<file path="src/sv/otk_pkg.sv">
// ----------------------------------------------------------------------------
// otk_pkg
// Shared constants and types for the 1-Wire temperature to microkelvin
// decoder: scale factors, divider geometry and the divider stage payload.
// ----------------------------------------------------------------------------
package otk_pkg;

    localparam logic [31:0] KELVIN_UK    = 32'd273150000;
    localparam logic [31:0] QUARTER_UK   = 32'd250000;
    localparam logic [19:0] SIXTEENTH_UK = 20'd62500;
    localparam logic [19:0] HALF_UK      = 20'd500000;
    localparam logic [19:0] DEGREE_UK    = 20'd1000000;

    localparam int NUM_W        = 28;
    localparam int DIV_STEP     = 4;
    localparam int DIV_STAGES   = NUM_W / DIV_STEP;

    localparam logic FMT_SIXTEENTH = 1'b0;
    localparam logic FMT_HALF      = 1'b1;

    typedef struct packed {
        logic [31:0]      base;
        logic             neg;
        logic [7:0]       divisor;
        logic [7:0]       rem;
        logic [NUM_W-1:0] num;
    } t_div_pl;

endpackage

</file>
<file path="src/sv/otk_front.sv">
// ----------------------------------------------------------------------------
// otk_front
// Three front stages: capture of the scratchpad bytes, the two scale
// multiplications, and the Kelvin offset addition that seeds the divider.
// ----------------------------------------------------------------------------
module otk_front (
    input  logic             i_clk,
    input  logic             i_rst_n,
    input  logic             i_adv,
    input  logic             i_valid,
    input  logic [31:0]      i_tdata,
    input  logic             i_fmt,
    output logic             o_valid,
    output otk_pkg::t_div_pl o_pl
);

    logic                r_a_valid;
    logic signed [15:0]  r_a_raw;
    logic [7:0]          r_a_remain;
    logic [7:0]          r_a_per;
    logic                r_a_fmt;

    logic                r_b_valid;
    logic [31:0]         r_b_prod;
    logic [27:0]         r_b_num;
    logic                r_b_neg;
    logic [7:0]          r_b_div;
    logic                r_b_interp;

    logic                r_c_valid;
    otk_pkg::t_div_pl    r_c_pl;

    logic                n_interp;
    logic signed [15:0]  n_sel;
    logic [19:0]         n_coef;
    logic signed [36:0]  n_prod;
    logic signed [8:0]   n_diff;
    logic [7:0]          n_mag;
    logic [27:0]         n_num;
    otk_pkg::t_div_pl    n_c_pl;

    always_comb begin
        n_interp = (r_a_fmt == otk_pkg::FMT_HALF) && (r_a_per != 8'd0);
        n_sel    = n_interp ? {r_a_raw[15:1], 1'b0} : r_a_raw;
        n_coef   = (r_a_fmt == otk_pkg::FMT_HALF) ? otk_pkg::HALF_UK : otk_pkg::SIXTEENTH_UK;
        n_prod   = n_sel * $signed({1'b0, n_coef});
        n_diff   = $signed({1'b0, r_a_per}) - $signed({1'b0, r_a_remain});
        n_mag    = n_diff[8] ? 8'(-n_diff) : n_diff[7:0];
        n_num    = n_interp ? ({20'd0, n_mag} * {8'd0, otk_pkg::DEGREE_UK}) : 28'd0;
    end

    always_comb begin
        n_c_pl.base    = r_b_prod + (r_b_interp ? (otk_pkg::KELVIN_UK - otk_pkg::QUARTER_UK)
                                                : otk_pkg::KELVIN_UK);
        n_c_pl.neg     = r_b_neg;
        n_c_pl.divisor = r_b_div;
        n_c_pl.rem     = 8'd0;
        n_c_pl.num     = r_b_num;
    end

    always_ff @(posedge i_clk) begin
        if (!i_rst_n) begin
            r_a_valid <= 1'b0;
            r_b_valid <= 1'b0;
            r_c_valid <= 1'b0;
        end else if (i_adv) begin
            r_a_valid <= i_valid;
            r_b_valid <= r_a_valid;
            r_c_valid <= r_b_valid;
        end
    end

    always_ff @(posedge i_clk) begin
        if (i_adv) begin
            r_a_raw    <= $signed(i_tdata[15:0]);
            r_a_remain <= i_tdata[23:16];
            r_a_per    <= i_tdata[31:24];
            r_a_fmt    <= i_fmt;
            r_b_prod   <= n_prod[31:0];
            r_b_num    <= n_num;
            r_b_neg    <= n_interp & n_diff[8];
            r_b_div    <= n_interp ? r_a_per : 8'd1;
            r_b_interp <= n_interp;
            r_c_pl     <= n_c_pl;
        end
    end

    assign o_valid = r_c_valid;
    assign o_pl    = r_c_pl;

endmodule

</file>
<file path="src/sv/otk_div_stage.sv">
// ----------------------------------------------------------------------------
// otk_div_stage
// One registered stage of the restoring divider, retiring four quotient bits
// per cycle, while i_adv is high, into the low end of the shifting dividend.
// ----------------------------------------------------------------------------
module otk_div_stage (
    input  logic             i_clk,
    input  logic             i_rst_n,
    input  logic             i_adv,
    input  logic             i_valid,
    input  otk_pkg::t_div_pl i_pl,
    output logic             o_valid,
    output otk_pkg::t_div_pl o_pl
);

    logic             r_valid;
    otk_pkg::t_div_pl r_pl;
    otk_pkg::t_div_pl n_pl;

    always_comb begin
        logic [8:0] trial;
        n_pl = i_pl;
        for (int k = 0; k < otk_pkg::DIV_STEP; k++) begin
            trial = {n_pl.rem, n_pl.num[otk_pkg::NUM_W-1]};
            if (trial >= {1'b0, n_pl.divisor}) begin
                n_pl.rem = 8'(trial - {1'b0, n_pl.divisor});
                n_pl.num = {n_pl.num[otk_pkg::NUM_W-2:0], 1'b1};
            end else begin
                n_pl.rem = trial[7:0];
                n_pl.num = {n_pl.num[otk_pkg::NUM_W-2:0], 1'b0};
            end
        end
    end

    always_ff @(posedge i_clk) begin
        if (!i_rst_n) begin
            r_valid <= 1'b0;
        end else if (i_adv) begin
            r_valid <= i_valid;
        end
    end

    always_ff @(posedge i_clk) begin
        if (i_adv) begin
            r_pl <= n_pl;
        end
    end

    assign o_valid = r_valid;
    assign o_pl    = r_pl;

endmodule

</file>
<file path="src/sv/onewire_temp_to_microkelvin.sv">
// ----------------------------------------------------------------------------
// onewire_temp_to_microkelvin
// Accepts one item per cycle while the pipeline advances. The whole pipeline
// (capture, multiply, offset, seven divider stages of four quotient bits
// each, output register) advances together whenever the output register is
// empty or being taken.
// Reset is synchronous and active low; it clears all valid bits and sets
// sensor_format to the sixteenth-degree format.
// ----------------------------------------------------------------------------
module onewire_temp_to_microkelvin (
    input  logic        i_clk,
    input  logic        i_rst_n,
    input  logic        s_axis_tvalid,
    output logic        s_axis_tready,
    // temp_low_byte[7:0], temp_high_byte[15:8], remaining_count[23:16],
    // count_per_degree[31:24]
    input  logic [31:0] s_axis_tdata,
    output logic        m_axis_tvalid,
    input  logic        m_axis_tready,
    // temp_microkelvin[31:0]
    output logic [31:0] m_axis_tdata,
    input  logic        psel,
    input  logic        penable,
    input  logic        pwrite,
    input  logic [2:0]  paddr,
    input  logic [31:0] pwdata,
    output logic [31:0] prdata,
    output logic        pready
);

    logic             r_fmt;
    logic             r_out_valid;
    logic [31:0]      r_out_data;
    logic             adv;
    logic             div_valid [0:otk_pkg::DIV_STAGES];
    otk_pkg::t_div_pl div_pl    [0:otk_pkg::DIV_STAGES];
    logic [31:0]      n_out_data;

    assign pready = 1'b1;
    assign prdata = (paddr[2] == 1'b0) ? {31'd0, r_fmt} : 32'd0;

    always_ff @(posedge i_clk) begin
        if (!i_rst_n) begin
            r_fmt <= otk_pkg::FMT_SIXTEENTH;
        end else if (psel && penable && pwrite && pready && (paddr[2] == 1'b0)) begin
            r_fmt <= pwdata[0];
        end
    end

    assign adv           = !r_out_valid || m_axis_tready;
    assign s_axis_tready = adv;

    otk_front u_front (
        .i_clk   (i_clk),
        .i_rst_n (i_rst_n),
        .i_adv   (adv),
        .i_valid (s_axis_tvalid),
        .i_tdata (s_axis_tdata),
        .i_fmt   (r_fmt),
        .o_valid (div_valid[0]),
        .o_pl    (div_pl[0])
    );

    for (genvar g = 0; g < otk_pkg::DIV_STAGES; g++) begin : g_div
        otk_div_stage u_stage (
            .i_clk   (i_clk),
            .i_rst_n (i_rst_n),
            .i_adv   (adv),
            .i_valid (div_valid[g]),
            .i_pl    (div_pl[g]),
            .o_valid (div_valid[g+1]),
            .o_pl    (div_pl[g+1])
        );
    end

    always_comb begin
        logic [31:0] quot;
        quot       = {4'd0, div_pl[otk_pkg::DIV_STAGES].num};
        n_out_data = div_pl[otk_pkg::DIV_STAGES].base
                   + (div_pl[otk_pkg::DIV_STAGES].neg ? (32'd0 - quot) : quot);
    end

    always_ff @(posedge i_clk) begin
        if (!i_rst_n) begin
            r_out_valid <= 1'b0;
        end else if (adv) begin
            r_out_valid <= div_valid[otk_pkg::DIV_STAGES];
        end
    end

    always_ff @(posedge i_clk) begin
        if (adv) begin
            r_out_data <= n_out_data;
        end
    end

    assign m_axis_tvalid = r_out_valid;
    assign m_axis_tdata  = r_out_data;

endmodule

</file>
<file path="config.mk">
export PLATFORM = sky130hd
export DESIGN_NAME = onewire_temp_to_microkelvin
export DESIGN_NICKNAME = d
export VERILOG_FILES = /design/src/sv/otk_pkg.sv /design/src/sv/otk_front.sv /design/src/sv/otk_div_stage.sv /design/src/sv/onewire_temp_to_microkelvin.sv
export SDC_FILE = /design/constraint.sdc
export NUM_CORES = 2
export LEC_CHECK = 0
export BUFFER_PORTS_ARGS = -buffer_cell sky130_fd_sc_hd__buf_2
export CAP_MARGIN = 20
export CORE_UTILIZATION = 55
export DETAILED_ROUTE_END_ITERATION = 8
export PLACE_DENSITY_LB_ADDON = 0.1
export SLEW_MARGIN = 25
export SYNTH_ARGS = -nofsm -noshare
export SYNTH_HDL_FRONTEND = slang
export SYNTH_SLANG_ARGS = --single-unit
export TNS_END_PERCENT = 20
</file>
<file path="constraint.sdc">
create_clock -name i_clk -period 51 [get_ports i_clk]
set_input_delay 2.55 -clock i_clk [delete_from_list [all_inputs] [get_ports i_clk]]
set_output_delay 2.55 -clock i_clk [all_outputs]
set_load 0.005 [all_outputs]
</file>
==> metrics <==
pin count of the biggest net entering global routing about 180; most frequent cells in the layout 663 x edfxtp_1, 436 x ha_1, 393 x inv_1; dpl hpwl 62400 microns; Reg2Reg Depth 35; antenna cell count 0; DRT Pass-1 Iters 5; Mapped Avg Cell Area approximately 12 sq um; Core Region 76100 sq um; EDFF count, synth roughly 660; Die Area approximately 78000 sq um; Final Cell Area 46300 sq um; crit path kind register to register; Setup Buffers After CTS 0; CP Launch Type register; DR vias/cell 5.47; result of the run completed; clk root buf clkbuf_16; post-synthesis sequential area ratio about 48%; final worst path period share about a fifth; DRC 0; Synth warnings 0; Layout Area Growth over Synthesis 9.20%; global placement routability congestion ~0.9; Setup WS post-layout roughly 40 ns; Post-Syn Area 42400 sq um; number of I/O port buffers between 70 and 80; CP max stage cell o21ai_1; synth top area cells edfxtp_1 47%, ha_1 13%, fa_1 7.6%; vias in the first global route ~26000; antenna violations before repair 0; WHS Path Cells 0; row count roughly 100; RSZ-0062 raised after global routing false; Hold Slack between 0.3 and 0.4 ns; Final setup viols 0; f_max between 90 and 100 MHz; Distinct cells, synth between 100 and 150; crit path capture type register; Clock Skew 0.0390 ns; clock transition at the registers of the reported paths approximately 0.060 ns; area fraction of the dominant cell type after synthesis 47.0%; synthesized instance count approximately 3500; cell taking the most area after synthesis edfxtp_1; Area after DPL roughly 44000 sq um; max_slew headroom about 28%; # resized after CTS 0; die width 280 microns; GRT overflow 0; die height around 280 microns; largest stage delay on the critical path roughly 0.68 ns; clock sink count 675; # H-tree levels 3; Detail Route Antenna Nets 0; commonest non-fill, non-tap cell in the layout edfxtp_1; Seq cells post-synth 675; Starting Density a little under three fifths; Setup WS pre-CTS a little over 40 ns; vias about 26000; Worst Path Required about 50 ns; ratio of cells with drive above 1 in the final layout just under 9%; Slew @ Worst Pin 1.09 ns; Post-Route WL 80200 microns; Max Cap Viol 0; setup TNS 0 ns; total track usage 20.7%; CTS Hold Bufs 0; critical path peak fanout 17; Layout fillers roughly 6000; final-report max-slew violation count 0; stages on the worst setup path 35; WL/cell 16.9 microns; CTS Buffer Depth 3; Top Family by Delay on Critical Path compound AO/OA/AOI/OAI gates; TritonCTS clock tree done; final-report hold violation count 0; HP Class register to register; buffer and inverter count on the worst path 3; ys flop type edfxtp_1; asr flop ratio synth 0%; Initial DRC Count 1394; Final Net Count 4340; Tmin final approximately 11 ns; Num CTS Buffers 74; arrival time worst endpoint approximately 11 ns; clk_lat worst skew around 0.62 ns; Top-Level Pins 141; first-pass GRT wire length 131000 microns
==> cells by family after synthesis <==
logic type,count (synthesis),synth area share [%]
other,2,0.0177
AND/OR/NAND/NOR,776,9.07
XOR/XNOR,247,5.10
buffers and inverters,468,4.49
flip-flops,675,47.5
adder cells (fa/ha/maj),598,20.5
AO/OA/AOI/OAI,674,10.7
multiplexers,99,2.63
==> per-layer routing <==
metal | vias to the layer above | global-route usage (%) | routed length, microns
met5 | - | 0 | 0
met4 | 0 | 6.50 | 2000
met3 | 126 | 2.53 | 2570
met2 | 488 | 34.8 | 38600
met1 | 12400 | 27.9 | 37000
li1 | 13000 | - | -
==> sequential cells by signal (all words and copies together), names as in the netlist, 7 cells and up <==
name,count
g_div.u_stage.o_pl,475
u_front.o_pl,61
m_axis_tdata,32
u_front.r_b_prod,30
u_front.r_b_num,22
u_front.r_a_raw,16
u_front.r_a_per,8
u_front.r_a_remain,8
u_front.r_b_div,8
g_div.u_stage.o_valid,7
==> cell usage after synthesis (all sizes together) (8+ instances only) <==
master	number
a21o	61
nand3	50
mux2i	31
nor2b	73
a211oi	19
and3	24
o211ai	31
a211o	8
and4	11
o31a	13
nand4	23
edfxtp	663
o21ai	168
o31ai	23
a31oi	18
a21boi	24
nand2b	38
o41ai	10
or3	22
nor3	43
fa	162
o21a	41
xor2	76
a2111oi	8
clkbuf	26
mux2	68
xnor2	171
ha	436
a21oi	151
inv	399
a221o	12
or2	27
buf	43
nor2	221
and2	33
o21bai	23
nand2	178
dfxtp	12
==> stage by stage <==
stage | std cells | util [%]
detailed placement | 4622 | 57.7
global route | 4756 | 60.9
CTS | 4756 | 60.9
global placement | 4622 | 57.7
floorplan | 3575 | -
finish | 4756 | 60.9
==> worst paths after layout <==
path,startpoint,end,slack [ns]
setup / recovery,g_div[2].u_stage.o_pl[37]$_DFFE_PP_,g_div[3].u_stage.o_pl[29]$_DFFE_PP_,40.10
hold / removal,g_div[2].u_stage.o_pl[63]$_DFFE_PP_,g_div[3].u_stage.o_pl[63]$_DFFE_PP_,0.39
setup reg to reg,g_div[2].u_stage.o_pl[37]$_DFFE_PP_,g_div[3].u_stage.o_pl[29]$_DFFE_PP_,40.10
hold reg to reg,g_div[2].u_stage.o_pl[63]$_DFFE_PP_,g_div[3].u_stage.o_pl[63]$_DFFE_PP_,0.39
==> cell type report <==
cell class / count / area (sq um) / share of cell area (%)
tap: 1030 / 1290 / 2.78
inverter: 399 / 1510 / 3.25
sequential: 675 / 20100 / 43.5
timing repair buffer: 86 / 487 / 1.05
clock buffer: 93 / 1990 / 4.29
multi-input combinational: 2432 / 20500 / 44.3
clock inverter: 41 / 400 / 0.865
==> worst reg2reg max path, delay by kind of cell (launching register included) <==
family	cells	cell delay, ns
AO/OA/AOI/OAI	21	6.61
adder cells (fa/ha/maj)	4	1.29
buffers and inverters	3	0.57
flip-flops	1	0.51
AND/OR/NAND/NOR	7	1.66
Power is not shown: default switching activity piles up to over one toggle a cycle in this logic, so the estimate is an artifact.
